**src/design/a2e_pkg.sv**
```systemverilog
// ----------------------------------------------------------------------------
// a2e_pkg: shared types and constants for the ASN.1 time converter
// Widths, field codes, divider operation codes, sequencer states and the
// cumulative month table.
// ----------------------------------------------------------------------------
package a2e_pkg;

    localparam int STORE_DEPTH = 15;
    localparam int COUNT_SAT   = 16;
    localparam int COUNT_W     = 5;
    localparam int IDX_W       = 4;

    localparam int LEN_UTC     = 13;
    localparam int LEN_GEN     = 15;
    localparam int LAST_POS    = 13;

    localparam int CHAR_ZERO   = 48;
    localparam int DIG_W       = 9;
    localparam int YEAR_W      = 19;
    localparam int FIELD_W     = 13;
    localparam int QUO_W       = YEAR_W + 1;
    localparam int DVS_W       = 9;
    localparam int YM_W        = YEAR_W + 1;
    localparam int CSUM_W      = 24;
    localparam int OPA_W       = 28;
    localparam int OPB_W       = 18;
    localparam int ACC_W       = 48;
    localparam int EPOCH_W     = 64;

    localparam int EPOCH_YEAR  = 1970;
    localparam int BASE_YEAR   = EPOCH_YEAR - 1;
    localparam int LEAP_BASE   = -(BASE_YEAR / 4) + (BASE_YEAR / 100) - (BASE_YEAR / 400);
    localparam int UTC_PIVOT   = 50;
    localparam int CENTURY_19  = 1900;
    localparam int CENTURY_20  = 2000;

    localparam int SECS_DAY    = 86400;
    localparam int SECS_HOUR   = 3600;
    localparam int SECS_MIN    = 60;
    localparam int DAYS_YEAR   = 365;

    // field codes: normalized character position divided by two
    localparam logic [2:0] FLD_YEAR0  = 3'd0;
    localparam logic [2:0] FLD_YEAR1  = 3'd1;
    localparam logic [2:0] FLD_MONTH  = 3'd2;
    localparam logic [2:0] FLD_DAY    = 3'd3;
    localparam logic [2:0] FLD_HOUR   = 3'd4;
    localparam logic [2:0] FLD_MINUTE = 3'd5;
    localparam logic [2:0] FLD_SECOND = 3'd6;

    // divider operations, run in this order
    localparam logic [2:0] DOP_YA_4   = 3'd0;
    localparam logic [2:0] DOP_YA_100 = 3'd1;
    localparam logic [2:0] DOP_YA_400 = 3'd2;
    localparam logic [2:0] DOP_Y_100  = 3'd3;
    localparam logic [2:0] DOP_Y_400  = 3'd4;

    typedef enum logic [10:0] {
        ST_COLLECT = 11'b000_0000_0001,
        ST_PARSE   = 11'b000_0000_0010,
        ST_CHECK   = 11'b000_0000_0100,
        ST_DIV_GO  = 11'b000_0000_1000,
        ST_DIV_RUN = 11'b000_0001_0000,
        ST_SUM     = 11'b000_0010_0000,
        ST_DAYS    = 11'b000_0100_0000,
        ST_SEC0    = 11'b000_1000_0000,
        ST_SEC1    = 11'b001_0000_0000,
        ST_SEC2    = 11'b010_0000_0000,
        ST_OUT     = 11'b100_0000_0000
    } state_t;

    typedef struct packed {
        logic                     en;
        logic signed [OPA_W-1:0]  a;
        logic signed [OPB_W-1:0]  b;
        logic signed [ACC_W-1:0]  c;
    } mac_req_t;

    typedef struct packed {
        logic                     start;
        logic signed [YEAR_W-1:0] numer;
        logic [DVS_W-1:0]         divisor;
    } div_req_t;

    typedef struct packed {
        logic                     done;
        logic signed [QUO_W-1:0]  quotient;
        logic                     rem_zero;
    } div_rsp_t;

    function automatic logic [8:0] month_start(input logic [3:0] month);
        logic [8:0] days;
        case (month)
            4'd1:    days = 9'd0;
            4'd2:    days = 9'd31;
            4'd3:    days = 9'd59;
            4'd4:    days = 9'd90;
            4'd5:    days = 9'd120;
            4'd6:    days = 9'd151;
            4'd7:    days = 9'd181;
            4'd8:    days = 9'd212;
            4'd9:    days = 9'd243;
            4'd10:   days = 9'd273;
            4'd11:   days = 9'd304;
            4'd12:   days = 9'd334;
            default: days = 9'd0;
        endcase
        return days;
    endfunction

endpackage

```
**src/design/a2e_char_buf.sv**
```systemverilog
// ----------------------------------------------------------------------------
// a2e_char_buf: character buffer
// Holds up to fifteen bytes of the current string and a saturating count.
// ----------------------------------------------------------------------------
module a2e_char_buf (
    input  logic                        aclk,
    input  logic                        aresetn,
    input  logic                        wr_en,
    input  logic                        wr_last,
    input  logic [7:0]                  wr_data,
    input  logic [a2e_pkg::IDX_W-1:0]   rd_idx,
    output logic [7:0]                  rd_data,
    output logic [a2e_pkg::COUNT_W-1:0] wr_len
);
    import a2e_pkg::*;

    logic [7:0]         store_reg [STORE_DEPTH];
    logic [COUNT_W-1:0] count_reg;
    logic [COUNT_W-1:0] count_next;

    assign wr_len  = (count_reg < COUNT_W'(COUNT_SAT)) ? count_reg + 1'b1 : count_reg;
    assign rd_data = store_reg[rd_idx];

    always_comb begin
        count_next = count_reg;
        if (wr_en) begin
            count_next = wr_last ? '0 : wr_len;
        end
    end

    always_ff @(posedge aclk) begin
        if (!aresetn) begin
            count_reg <= '0;
        end else begin
            count_reg <= count_next;
        end
    end

    always_ff @(posedge aclk) begin
        if (wr_en && count_reg < COUNT_W'(STORE_DEPTH)) begin
            store_reg[count_reg[IDX_W-1:0]] <= wr_data;
        end
    end

    a_count_sat: assert property (@(posedge aclk) disable iff (!aresetn)
        count_reg <= COUNT_W'(COUNT_SAT))
        else $error("character count above saturation");

endmodule

```
**src/design/a2e_mac.sv**
```systemverilog
// ----------------------------------------------------------------------------
// a2e_mac: shared multiply-add unit
// acc <= a * b + c, one operation per enabled cycle.
// ----------------------------------------------------------------------------
module a2e_mac (
    input  logic                              aclk,
    input  a2e_pkg::mac_req_t                 req,
    output logic signed [a2e_pkg::ACC_W-1:0]  acc
);
    import a2e_pkg::*;

    logic signed [OPA_W-1:0]       a_s;
    logic signed [OPB_W-1:0]       b_s;
    logic signed [ACC_W-1:0]       c_s;
    logic signed [OPA_W+OPB_W-1:0] prod;
    logic signed [ACC_W-1:0]       acc_reg;
    logic signed [ACC_W-1:0]       acc_next;

    assign a_s      = req.a;
    assign b_s      = req.b;
    assign c_s      = req.c;
    assign prod     = a_s * b_s;
    assign acc_next = ACC_W'(prod) + c_s;
    assign acc      = acc_reg;

    always_ff @(posedge aclk) begin
        if (req.en) begin
            acc_reg <= acc_next;
        end
    end

endmodule

```
**src/design/a2e_divider.sv**
```systemverilog
// ----------------------------------------------------------------------------
// a2e_divider: constant divisor unit
// Signed quotient by 4, 100 or 400 on the magnitude, by a shift or by a
// reciprocal multiplication, with a zero-remainder flag. The quotient
// truncates toward zero. Start runs through v1_reg and v2_reg into done_reg.
// ----------------------------------------------------------------------------
module a2e_divider (
    input  logic              aclk,
    input  logic              aresetn,
    input  a2e_pkg::div_req_t req,
    output a2e_pkg::div_rsp_t rsp
);
    import a2e_pkg::*;

    localparam int MAG_W  = YEAR_W;
    localparam int RCP_SH = 25;
    localparam int RCP_W  = 19;
    localparam int PROD_W = MAG_W + RCP_W;
    // ceil(2^25 / 100), exact for magnitudes below 2^18
    localparam logic [RCP_W-1:0] RCP_100 = RCP_W'(335545);

    logic              v1_reg;
    logic              v2_reg;
    logic              done_reg;
    logic              neg_reg;
    logic [MAG_W-1:0]  mag_reg;
    logic [MAG_W-1:0]  quo_reg;
    logic [DVS_W-1:0]  dvs_reg;
    logic              rem_zero_reg;

    logic [MAG_W-1:0]  numer_bits;
    logic [MAG_W-1:0]  numer_mag;
    logic [PROD_W-1:0] prod;
    logic [MAG_W-1:0]  quo_calc;
    logic [MAG_W-1:0]  q_x4;
    logic [MAG_W-1:0]  q_x100;
    logic [MAG_W-1:0]  back;
    logic [QUO_W-1:0]  q_ext;

    assign numer_bits = req.numer;
    assign numer_mag  = numer_bits[MAG_W-1] ? (~numer_bits + 1'b1) : numer_bits;
    assign prod       = PROD_W'(mag_reg) * PROD_W'(RCP_100);
    assign q_x4       = {quo_reg[MAG_W-3:0], 2'b00};
    assign q_x100     = {quo_reg[MAG_W-7:0], 6'd0} + {quo_reg[MAG_W-6:0], 5'd0} + q_x4;
    assign q_ext      = {1'b0, quo_reg};

    always_comb begin
        case (dvs_reg)
            DVS_W'(100): quo_calc = MAG_W'(prod[PROD_W-1:RCP_SH]);
            DVS_W'(400): quo_calc = MAG_W'(prod[PROD_W-1:RCP_SH+2]);
            default:     quo_calc = {2'b00, mag_reg[MAG_W-1:2]};
        endcase
    end

    always_comb begin
        case (dvs_reg)
            DVS_W'(100): back = q_x100;
            DVS_W'(400): back = {q_x100[MAG_W-3:0], 2'b00};
            default:     back = q_x4;
        endcase
    end

    assign rsp.done     = done_reg;
    assign rsp.quotient = neg_reg ? (~q_ext + 1'b1) : q_ext;
    assign rsp.rem_zero = rem_zero_reg;

    always_ff @(posedge aclk) begin
        if (!aresetn) begin
            v1_reg   <= 1'b0;
            v2_reg   <= 1'b0;
            done_reg <= 1'b0;
        end else begin
            v1_reg   <= req.start;
            v2_reg   <= v1_reg;
            done_reg <= v2_reg;
        end
    end

    always_ff @(posedge aclk) begin
        if (req.start) begin
            neg_reg <= numer_bits[MAG_W-1];
            mag_reg <= numer_mag;
            dvs_reg <= req.divisor;
        end
        if (v1_reg) begin
            quo_reg <= quo_calc;
        end
        if (v2_reg) begin
            rem_zero_reg <= (back == mag_reg);
        end
    end

    a_start_idle: assert property (@(posedge aclk) disable iff (!aresetn)
        req.start |-> !(v1_reg || v2_reg || done_reg))
        else $error("divider started while busy");

endmodule

```
**src/design/asn1_time_to_epoch_seconds.sv**
```systemverilog
// ----------------------------------------------------------------------------
// asn1_time_to_epoch_seconds: ASN.1 UTCTime / GeneralizedTime to epoch seconds
// Buffers the characters of a time string and converts it on the last byte.
// ----------------------------------------------------------------------------
// Bytes of a string are taken one per cycle. After the byte marked last the
// input stalls while a small sequencer walks the digits through a shared
// multiply-add unit and runs five passes through a constant divisor unit for
// the leap-year terms. It steps through the digits of the string, one range
// check, five divider passes, the day count and seconds chain, and a load of
// the output register. A bad month or day is answered right after the range
// check, and a string of the wrong length goes straight to the output load.
// The load waits while an earlier result is still held; otherwise a
// result waits in the output register while the next string's bytes are
// already taken.
module asn1_time_to_epoch_seconds (
    input  logic        aclk,
    input  logic        aresetn,
    input  logic        s_tvalid,
    output logic        s_tready,
    input  logic [7:0]  s_tdata,    // [7:0] char_byte
    input  logic        s_tlast,
    output logic        m_tvalid,
    input  logic        m_tready,
    output logic [63:0] m_tdata,    // [63:0] epoch_seconds
    output logic        m_tuser     // [0] malformed
);
    import a2e_pkg::*;

    localparam logic signed [FIELD_W-1:0] F_ONE      = FIELD_W'(1);
    localparam logic signed [FIELD_W-1:0] F_TWO      = FIELD_W'(2);
    localparam logic signed [FIELD_W-1:0] F_TWELVE   = FIELD_W'(12);
    localparam logic signed [FIELD_W-1:0] F_DAYS_MAX = FIELD_W'(31);
    localparam logic signed [YEAR_W-1:0]  Y_PIVOT    = YEAR_W'(UTC_PIVOT);
    localparam logic signed [YEAR_W-1:0]  Y_C19      = YEAR_W'(CENTURY_19);
    localparam logic signed [YEAR_W-1:0]  Y_C20      = YEAR_W'(CENTURY_20);
    localparam logic signed [OPB_W-1:0]   MUL_TEN    = OPB_W'(10);
    localparam logic signed [OPB_W-1:0]   MUL_YEAR   = OPB_W'(DAYS_YEAR);
    localparam logic signed [OPB_W-1:0]   MUL_DAY    = OPB_W'(SECS_DAY);
    localparam logic signed [OPB_W-1:0]   MUL_HOUR   = OPB_W'(SECS_HOUR);
    localparam logic signed [OPB_W-1:0]   MUL_MIN    = OPB_W'(SECS_MIN);

    state_t                    state_reg, state_next;
    logic [IDX_W-1:0]          idx_reg, idx_next;
    logic                      len15_reg, len15_next;
    logic                      bad_reg, bad_next;
    logic                      cap_valid_reg, cap_valid_next;
    logic [2:0]                cap_field_reg, cap_field_next;
    logic [2:0]                op_reg, op_next;
    logic                      m_tvalid_reg, m_tvalid_next;
    logic [EPOCH_W-1:0]        m_tdata_reg;
    logic                      m_tuser_reg;

    logic signed [YEAR_W-1:0]  year_reg;
    logic signed [FIELD_W-1:0] month_reg;
    logic signed [FIELD_W-1:0] day_reg;
    logic signed [FIELD_W-1:0] hour_reg;
    logic signed [FIELD_W-1:0] minute_reg;
    logic signed [FIELD_W-1:0] second_reg;
    logic signed [QUO_W-1:0]   q4_reg;
    logic signed [QUO_W-1:0]   q100_reg;
    logic signed [QUO_W-1:0]   q400_reg;
    logic                      z100_reg;
    logic                      z400_reg;
    logic signed [YM_W-1:0]    ym_reg;
    logic signed [CSUM_W-1:0]  csum_reg;

    logic                      s_accept;
    logic                      out_load;
    logic [7:0]                rd_data;
    logic [COUNT_W-1:0]        wr_len;
    logic [IDX_W-1:0]          pos;
    logic                      field_start;
    logic                      field_end;
    logic signed [DIG_W-1:0]   digit;
    logic                      date_bad;
    logic                      leap;
    logic signed [YEAR_W-1:0]  year_adj;
    logic [8:0]                ms_days;
    logic signed [CSUM_W-1:0]  csum_next;
    mac_req_t                  mac_req;
    logic signed [ACC_W-1:0]   mac_acc;
    div_req_t                  div_req;
    div_rsp_t                  div_rsp;

    assign s_tready = (state_reg == ST_COLLECT);
    assign s_accept = s_tvalid && s_tready;
    assign m_tvalid = m_tvalid_reg;
    assign m_tdata  = m_tdata_reg;
    assign m_tuser  = m_tuser_reg;
    assign out_load = (state_reg == ST_OUT) && (!m_tvalid_reg || m_tready);

    a2e_char_buf u_buf (
        .aclk    (aclk),
        .aresetn (aresetn),
        .wr_en   (s_accept),
        .wr_last (s_tlast),
        .wr_data (s_tdata),
        .rd_idx  (idx_reg),
        .rd_data (rd_data),
        .wr_len  (wr_len)
    );

    a2e_mac u_mac (
        .aclk (aclk),
        .req  (mac_req),
        .acc  (mac_acc)
    );

    a2e_divider u_div (
        .aclk    (aclk),
        .aresetn (aresetn),
        .req     (div_req),
        .rsp     (div_rsp)
    );

    // UTCTime digits sit two places later in the GeneralizedTime layout
    assign pos         = len15_reg ? idx_reg : idx_reg + IDX_W'(2);
    assign field_start = (idx_reg == '0) || (!pos[0] && pos >= IDX_W'(4));
    assign field_end   = pos[0] && pos >= IDX_W'(3);
    assign digit       = $signed({1'b0, rd_data}) - DIG_W'(CHAR_ZERO);

    assign date_bad = (month_reg < F_ONE) || (month_reg > F_TWELVE)
                   || (day_reg < F_ONE) || (day_reg > F_DAYS_MAX);
    assign leap     = ((year_reg[1:0] == 2'b00) && !z100_reg) || z400_reg;
    assign year_adj = (year_reg >= Y_PIVOT) ? Y_C19 : Y_C20;
    assign ms_days  = month_start(month_reg[3:0]);

    assign csum_next = CSUM_W'(q4_reg) - CSUM_W'(q100_reg) + CSUM_W'(q400_reg)
                     + CSUM_W'(LEAP_BASE) + CSUM_W'($signed({1'b0, ms_days}))
                     + CSUM_W'(day_reg) - CSUM_W'(1)
                     + CSUM_W'($signed({1'b0, (month_reg > F_TWO) && leap}));

    always_comb begin
        mac_req.en = 1'b1;
        mac_req.a  = '0;
        mac_req.b  = '0;
        mac_req.c  = '0;
        case (state_reg)
            ST_PARSE: begin
                mac_req.a = field_start ? '0 : $signed(mac_acc[OPA_W-1:0]);
                mac_req.b = MUL_TEN;
                mac_req.c = ACC_W'(digit);
            end
            ST_DAYS: begin
                mac_req.a = OPA_W'(ym_reg);
                mac_req.b = MUL_YEAR;
                mac_req.c = ACC_W'(csum_reg);
            end
            ST_SEC0: begin
                mac_req.a = $signed(mac_acc[OPA_W-1:0]);
                mac_req.b = MUL_DAY;
                mac_req.c = ACC_W'(second_reg);
            end
            ST_SEC1: begin
                mac_req.a = OPA_W'(hour_reg);
                mac_req.b = MUL_HOUR;
                mac_req.c = mac_acc;
            end
            ST_SEC2: begin
                mac_req.a = OPA_W'(minute_reg);
                mac_req.b = MUL_MIN;
                mac_req.c = mac_acc;
            end
            default: begin
                mac_req.en = 1'b0;
            end
        endcase
    end

    always_comb begin
        div_req.start = (state_reg == ST_DIV_GO);
        div_req.numer = (op_reg == DOP_Y_100 || op_reg == DOP_Y_400)
                      ? year_reg : year_reg - YEAR_W'(1);
        case (op_reg)
            DOP_YA_4:               div_req.divisor = DVS_W'(4);
            DOP_YA_100, DOP_Y_100:  div_req.divisor = DVS_W'(100);
            DOP_YA_400, DOP_Y_400:  div_req.divisor = DVS_W'(400);
            default:                div_req.divisor = DVS_W'(4);
        endcase
    end

    always_comb begin
        state_next     = state_reg;
        idx_next       = idx_reg;
        len15_next     = len15_reg;
        bad_next       = bad_reg;
        cap_valid_next = 1'b0;
        cap_field_next = cap_field_reg;
        op_next        = op_reg;
        case (state_reg)
            ST_COLLECT: begin
                if (s_accept && s_tlast) begin
                    idx_next   = '0;
                    len15_next = (wr_len == COUNT_W'(LEN_GEN));
                    if (wr_len == COUNT_W'(LEN_UTC) || wr_len == COUNT_W'(LEN_GEN)) begin
                        bad_next   = 1'b0;
                        state_next = ST_PARSE;
                    end else begin
                        bad_next   = 1'b1;
                        state_next = ST_OUT;
                    end
                end
            end
            ST_PARSE: begin
                cap_valid_next = field_end;
                cap_field_next = pos[3:1];
                idx_next       = idx_reg + 1'b1;
                if (pos == IDX_W'(LAST_POS)) begin
                    state_next = ST_CHECK;
                end
            end
            ST_CHECK: begin
                if (date_bad) begin
                    bad_next   = 1'b1;
                    state_next = ST_OUT;
                end else begin
                    op_next    = DOP_YA_4;
                    state_next = ST_DIV_GO;
                end
            end
            ST_DIV_GO: begin
                state_next = ST_DIV_RUN;
            end
            ST_DIV_RUN: begin
                if (div_rsp.done) begin
                    if (op_reg == DOP_Y_400) begin
                        state_next = ST_SUM;
                    end else begin
                        op_next    = op_reg + 1'b1;
                        state_next = ST_DIV_GO;
                    end
                end
            end
            ST_SUM:  state_next = ST_DAYS;
            ST_DAYS: state_next = ST_SEC0;
            ST_SEC0: state_next = ST_SEC1;
            ST_SEC1: state_next = ST_SEC2;
            ST_SEC2: state_next = ST_OUT;
            ST_OUT: begin
                if (out_load) begin
                    state_next = ST_COLLECT;
                end
            end
            default: state_next = ST_COLLECT;
        endcase
    end

    always_comb begin
        m_tvalid_next = m_tvalid_reg;
        if (out_load) begin
            m_tvalid_next = 1'b1;
        end else if (m_tready) begin
            m_tvalid_next = 1'b0;
        end
    end

    always_ff @(posedge aclk) begin
        if (!aresetn) begin
            state_reg     <= ST_COLLECT;
            idx_reg       <= '0;
            len15_reg     <= 1'b0;
            bad_reg       <= 1'b0;
            cap_valid_reg <= 1'b0;
            cap_field_reg <= FLD_YEAR0;
            op_reg        <= DOP_YA_4;
            m_tvalid_reg  <= 1'b0;
        end else begin
            state_reg     <= state_next;
            idx_reg       <= idx_next;
            len15_reg     <= len15_next;
            bad_reg       <= bad_next;
            cap_valid_reg <= cap_valid_next;
            cap_field_reg <= cap_field_next;
            op_reg        <= op_next;
            m_tvalid_reg  <= m_tvalid_next;
        end
    end

    always_ff @(posedge aclk) begin
        if (cap_valid_reg) begin
            case (cap_field_reg)
                FLD_YEAR0, FLD_YEAR1: year_reg   <= $signed(mac_acc[YEAR_W-1:0]);
                FLD_MONTH:            month_reg  <= $signed(mac_acc[FIELD_W-1:0]);
                FLD_DAY:              day_reg    <= $signed(mac_acc[FIELD_W-1:0]);
                FLD_HOUR:             hour_reg   <= $signed(mac_acc[FIELD_W-1:0]);
                FLD_MINUTE:           minute_reg <= $signed(mac_acc[FIELD_W-1:0]);
                FLD_SECOND:           second_reg <= $signed(mac_acc[FIELD_W-1:0]);
                default: ;
            endcase
        end
        if (state_reg == ST_CHECK && !len15_reg) begin
            year_reg <= year_reg + year_adj;
        end
        if (state_reg == ST_DIV_RUN && div_rsp.done) begin
            case (op_reg)
                DOP_YA_4:   q4_reg   <= div_rsp.quotient;
                DOP_YA_100: q100_reg <= div_rsp.quotient;
                DOP_YA_400: q400_reg <= div_rsp.quotient;
                DOP_Y_100:  z100_reg <= div_rsp.rem_zero;
                DOP_Y_400:  z400_reg <= div_rsp.rem_zero;
                default: ;
            endcase
        end
        if (state_reg == ST_SUM) begin
            csum_reg <= csum_next;
            ym_reg   <= YM_W'(year_reg) - YM_W'(EPOCH_YEAR);
        end
        if (out_load) begin
            m_tdata_reg <= bad_reg ? '0 : EPOCH_W'(mac_acc);
            m_tuser_reg <= bad_reg;
        end
    end

    a_bad_zero: assert property (@(posedge aclk) disable iff (!aresetn)
        m_tvalid && m_tuser |-> m_tdata == '0)
        else $error("malformed result with nonzero seconds");

    a_last_stall: assert property (@(posedge aclk) disable iff (!aresetn)
        s_tvalid && s_tready && s_tlast |=> !s_tready)
        else $error("input not stalled after last byte");

    a_div_owner: assert property (@(posedge aclk) disable iff (!aresetn)
        div_rsp.done |-> state_reg == ST_DIV_RUN)
        else $error("divider finished outside its wait state");

endmodule
```
**config.mk**
```make
export PLATFORM = sky130hd
export DESIGN_NAME = asn1_time_to_epoch_seconds
export DESIGN_NICKNAME = d
export VERILOG_FILES = /design/src/design/a2e_pkg.sv /design/src/design/a2e_char_buf.sv /design/src/design/a2e_mac.sv /design/src/design/a2e_divider.sv /design/src/design/asn1_time_to_epoch_seconds.sv
export SDC_FILE = /design/constraint.sdc
export NUM_CORES = 2
export LEC_CHECK = 0
export BUFFER_PORTS_ARGS = -buffer_cell sky130_fd_sc_hd__buf_2
export CORE_ASPECT_RATIO = 1.2
export CORE_UTILIZATION = 48
export DETAILED_ROUTE_END_ITERATION = 7
export SLEW_MARGIN = 0
export SYNTH_ARGS = -nofsm -noshare
export SYNTH_HDL_FRONTEND = slang
export SYNTH_SLANG_ARGS = --single-unit
```
**constraint.sdc**
```tcl
create_clock -name aclk -period 14.88 [get_ports aclk]
set_input_delay 0.744 -clock aclk [delete_from_list [all_inputs] [get_ports aclk]]
set_output_delay 0.744 -clock aclk [all_outputs]
set_load 0.05 [all_outputs]
```
# == Word-level counts from Yosys, hierarchy flattened ==
# Memories as Yosys holds them, arrays and structs flattened. A register that Yosys moved wholly into a read port is not among the register bits.
# Index checks and enable logic that the tools add are counted.
# op_classes
addsub,20
n_mul,2
n_div,0
order_cmp,10
eq_ne,34
shifts,0
n_mux,41
n_bitwise,2
reduce_logical,53
# op_table
cell,count
$pmux W94 S5,1
$pmux W11 S11,1
$mux W19,4
$mux W11,6
$add A46 B48 Y48,1
$mul A28 B18 Y46,1
$add A19 B19 Y19,2
$mul A19 B19 Y38 const B,1
$pmux W19 S2,1
$pmux W17 S2,1
$mux W28,1
$reduce_and A2 Y1,14
$lt A13 B2 Y1 const B,2
$add A23 B10 Y24,1
$add A24 B13 Y24,1
$add A24 B2 Y24,1
$sub A24 B2 Y24 const B,1
$add A22 B10 Y23 const B,1
$add A21 B20 Y22,1
$sub A20 B20 Y21,1
$add A20 B1 Y20 const B,1
$mux W20,1
$mux W4,5
$not A19 Y20,1
60 further kinds,111
# word_totals
ff_bits,369
latchBits,0
ramBits,120
rom_bits,144
input_bits,13
output_inout_bits,67
elab_cells,198
mem_count,2
# memory_table
memory,words,word_bits,rd,rd_clocked_by_memory_dff,write_ports,line,text
(name not given),16,9,1,1,0,a2e_pkg.sv:93,case (month)
u_buf.store_reg,15,8,1,1,1,a2e_char_buf.sv:17,logic [7:0] store_reg [STORE_DEPTH];

# == Longest topological paths before layout ==
# depth
depth_word,9
mapped_depth,35
depth_no_buf,34

# == Modules after synthesis ==
# Synthesis repeated with hierarchy kept, for this count alone.
# hier_totals
cells_unflattened,4958
hier_area_um2,52680.5
# modules_own_cells
module,instances,cells_each,area_each_um2,seq_area_each_um2
a2e_mac,1,2186,20996.4,1441.4
asn1_time_to_epoch_seconds,1,1297,15143.3,7857.5
a2e_divider,1,1207,11456.0,1471.4
a2e_char_buf,1,268,5084.9,3703.6

# == Least setup slack after synthesis ==
# No wires, ideal clock.
# synth_path
path_type,flip-flop to flip-flop
from,register state_reg[2]
to,"register u_mac.acc_reg[41], in the netlist u_mac.acc[41], data pin"
setup_time_ns,0.259
arrival_time_ns,7.596
required_time_ns,14.621
setup_slack_ns,7.025
path_stages_with_launch,32
path_buffers,1
synth_period_minus_slack_ns,7.855
path_cell_list,dfxtp_1 > or4_4 > nor4_4 > nand2_2 > nor3b_4 > buf_4 > nand2_1 > nand2_1 > a21oi_1 > nor2_4 > inv_1 > fa_1 > inv_1 > fa_1 > inv_1 > fa_1 > inv_1 > fa_1 > fa_1 > inv_1 > fa_1 > inv_1 > ha_1 > a21o_1 > a21o_1 > a21o_1 > o2bb2ai_1 > a211oi_1 > a31oi_2 > a311o_1 > a21oi_1 > xnor2_1
# synth_via
elab_chain_len,4
elab_cells_between_ends,8
cone_classes,1 x add/sub; 1 x mul; 5 x eq/ne; 1 x mux
# synth_lines
item,line,text
from (decl),asn1_time_to_epoch_seconds.sv:42,"state_t state_reg, state_next;"
from (signal assigned),asn1_time_to_epoch_seconds.sv:268,state_reg <= state_next;
"$eq A11 B10 Y1, or another cell as far along",asn1_time_to_epoch_seconds.sv:138,case (state_reg)
$pmux W94 S5 *,asn1_time_to_epoch_seconds.sv:138,
$mul A28 B18 Y46,a2e_mac.sv:22,assign prod = a_s * b_s;
$add A46 B48 Y48 *,a2e_mac.sv:23,assign acc_next = ACC_W'(prod) + c_s;
net u_mac.acc_next[41],a2e_mac.sv:17,logic signed [ACC_W-1:0] acc_next;
to (signal assigned),a2e_mac.sv:28,acc_reg <= acc_next;
to (decl),a2e_mac.sv:16,logic signed [ACC_W-1:0] acc_reg;
# Mark *: on every way through the listed nets, which the timed path passes. The rest lies on a longest branch.
# A chain may end at the register's enable or synchronous reset.

# == Worst setup path after layout ==
# Ends and elaborated chain as after synthesis.

==> impl_metrics.json <==
{
  "dp_hpwl_mm": 90.36,
  "antenna_cells": 0,
  "clock.fmax_ghz": 0.09667,
  "synth_area_leaders": "edfxtp_1, fa_1, ha_1, inv_1, xnor2_1",
  "setup_viol": 0,
  "wl_mm": 113.2,
  "start_util_pct": 48.42,
  "critPathArrivalTime_ns": 10.70,
  "clock_power_share_pct": 43.6,
  "numCtsBuffers": 52,
  "synth_top_area_share_pct": 28.75,
  "cts_buffer_depth": 3,
  "yosysMostFrequentCell": "inv_1",
  "vias": 29650,
  "power_density_nw_per_um2": 61.81,
  "cp-start-kind": "flop",
  "cts_resized": 0,
  "sequentialPowerShare_pct": 49.6,
  "outcome": "finished clean",
  "ys_types": 111,
  "num-fill-cells": 8585,
  "crit_required_ns": 15.23,
  "synth_seq_cells": 494,
  "combPwrFrac_pct": 6.8,
  "power_uw": 3112,
  "yosysWarnings": 0,
  "critPathSlowestCell": "a211oi_1",
  "min_path_type": "in -> reg",
  "grt.total_usage_pct": 23.65,
  "coreArea_sq_um": 96660,
  "wl_per_cell_um": 20.40,
  "fin_skew_ns": 0.05151,
  "max_stage_delay_ns": 0.60,
  "synth.largest_area_cell": "edfxtp_1",
  "placementRows": 125,
  "fin_crit_ns": 10.34,
  "die-area_sq_um": 98760,
  "clk_pin_slew_ns": 0.06,
  "crit_path_end_kind": "flop",
  "initialDrtViolationCount": 1896,
  "p_int_uw": 2364,
  "regToRegSetupSlack_ns": 4.54,
  "largest_reg_flops": 120,
  "peakVddDrop_v": 0.0001009,
  "synthArstFlopShare_pct": 0,
  "period_share_pct": 69.52,
  "rsz0062_at_grt": "false",
  "drv_cap": 0,
  "synth.avg_cell_area_sq_um": 11.19,
  "syn_area_sq_um": 46800,
  "synth_flop_cell": "edfxtp_1",
  "num_io_pins": 80,
  "static-leakage-power_uw": 0.02329,
  "synth.top_cells.by_count": "inv_1, fa_1, ha_1, edfxtp_1, nand2_1",
  "gp_congestion": 0.9156,
  "worstMarginPinSlew_ns": 1.138,
  "slew_violations": 0,
  "post_cts_buffers": 0,
  "synth_enable_flop_cells": 448,
  "port_buffers": 79,
  "syn_to_final_growth_pct": 7.569,
  "grt_pass1_vias": 31340,
  "fp.dieH_um": 344.1,
  "drive_gt1_share_pct": 7.460,
  "fp.dieW_um": 287.0,
  "p_sw_uw": 748.0,
  "htreeDepth": 2,
  "grt_pass1_wl_mm": 178.3,
  "synth-seq-area-share_pct": 30.71,
  "critPathMaxFanout": 28,
  "tns_ns": 0,
  "clockRootBuffer": "clkbuf_16",
  "p_sw_share_pct": 24.04,
  "overflow": 0,
  "drtPass1Iterations": 8,
  "drc": 0,
  "cts_tree": "done",
  "crit_type": "reg -> reg",
  "slew_headroom_pct": 24.00,
  "grt_max_degree": 52,
  "cts-hold-fix-buffers": 0,
  "ant_nets": 0,
  "fin_nets": 5332,
  "clk_latency_ns": 0.66,
  "finalHoldViolCount": 0,
  "routed_via_density": 5.346,
  "antenna_found_initial": 1,
  "syn_inst": 4181,
  "clock_sinks": 494
}
-- logic make-up after synthesis --
group | after synthesis | share of synthesized area (%)
flops | 494 | 30.71
other cells | 1 | 0.008013
compound gates | 492 | 7.168
xor+xnor | 190 | 3.572
simple gates | 837 | 8.892
fa+ha+maj | 1087 | 39.20
buf+inv | 1028 | 8.512
mux | 52 | 1.936
-- layer usage --
metal / up-vias / global-route usage [%] / share of wire, %
met2: 721 / 42.03 / 51
met1: 15050 / 30.92 / 43
met3: 152 / 2.149 / 4.3
met4: 0 / 6.261 / 2.6
li1: 13730 / - / -
met5: - / 0 / 0
-- critical path: cells and delay by family, from the launching register on --
family / cells / cell delay [ns]
compound gates: 9 / 2.43
xor+xnor: 1 / 0.08
fa+ha+maj: 7 / 3.42
buf+inv: 8 / 0.93
flops: 1 / 0.37
simple gates: 7 / 2.75
-- power groups by stage --
stage	sequential, uW	clock (uW)	combinational [uW]
2_1_floorplan	1600	0	121
3_3_place_gp	1570	0	211
3_5_place_dp	1570	0	213
4_1_cts	1540	1390	214
5_1_grt	1550	1430	230
6_report	1540	1360	212
-- cells in the final DEF, fill, tap and decap left out, types with 20 or more instances in the layout --
cell,netlist,routed
a21o_1,65,65
xor2_1,47,47
buf_4,22,34
and2_1,22,22
nor2b_1,70,69
mux4_2,30,30
inv_1,899,899
nand2_1,289,289
edfxtp_1,448,448
dfxtp_1,46,44
and3_1,27,27
a21oi_1,133,133
nand2b_1,26,26
clkbuf_16,0,52
xnor2_1,142,142
buf_2,28,79
fa_1,632,632
nand3_1,46,46
a221oi_1,20,20
nor3_1,39,33
nor2_1,196,196
ha_1,455,455
o21ai_0,85,85
-- area by class of cell --
cell class                      count  area (sq um)  area share (%)
Tap cell                         1270          1589           3.156
Clock buffer                       64          1346           2.674
Multi-Input combinational cell   2664         28540           56.70
Clock inverter                     34         432.9          0.8599
Timing Repair Buffer              113         650.6           1.292
Sequential cell                   494         14380           28.56
Inverter                          907          3405           6.763
-- worst paths after layout --
| check | start | to | depth (start not counted) |
|---|---|---|---|
| hold / removal | aresetn | state_reg[0]$_SDFFE_PN1P_ | 2 |
| setup reg to reg | state_reg[2]$_SDFFE_PN0P_ | u_mac.acc[41]$_DFFE_PN_ | 32 |
| setup / recovery | state_reg[2]$_SDFFE_PN0P_ | u_mac.acc[41]$_DFFE_PN_ | 32 |
| hold reg to reg | u_div.v2_reg$_SDFF_PN0_ | u_div.rem_zero_reg$_DFFE_PP_ | 0 |
-- stage by stage --
| stage | hold slack, ns | setup WS, ns | area, sq um | utilization (%) | std cells |
|---|---|---|---|---|---|
| floorplan | 0.4215 | 7.025 | 46820 | - | 4186 |
| global placement | 0.4254 | 4.846 | 48560 | 50.24 | 5448 |
| detailed placement | 0.4370 | 4.718 | 48560 | 50.24 | 5448 |
| CTS | 0.3914 | 4.684 | 50340 | 52.08 | 5546 |
| global route | 0.4227 | 4.110 | 50340 | 52.08 | 5546 |
| finish | 0.4232 | 4.536 | 50340 | 52.08 | 5546 |
No activity file was read; power rests on OpenSTA's default activity.
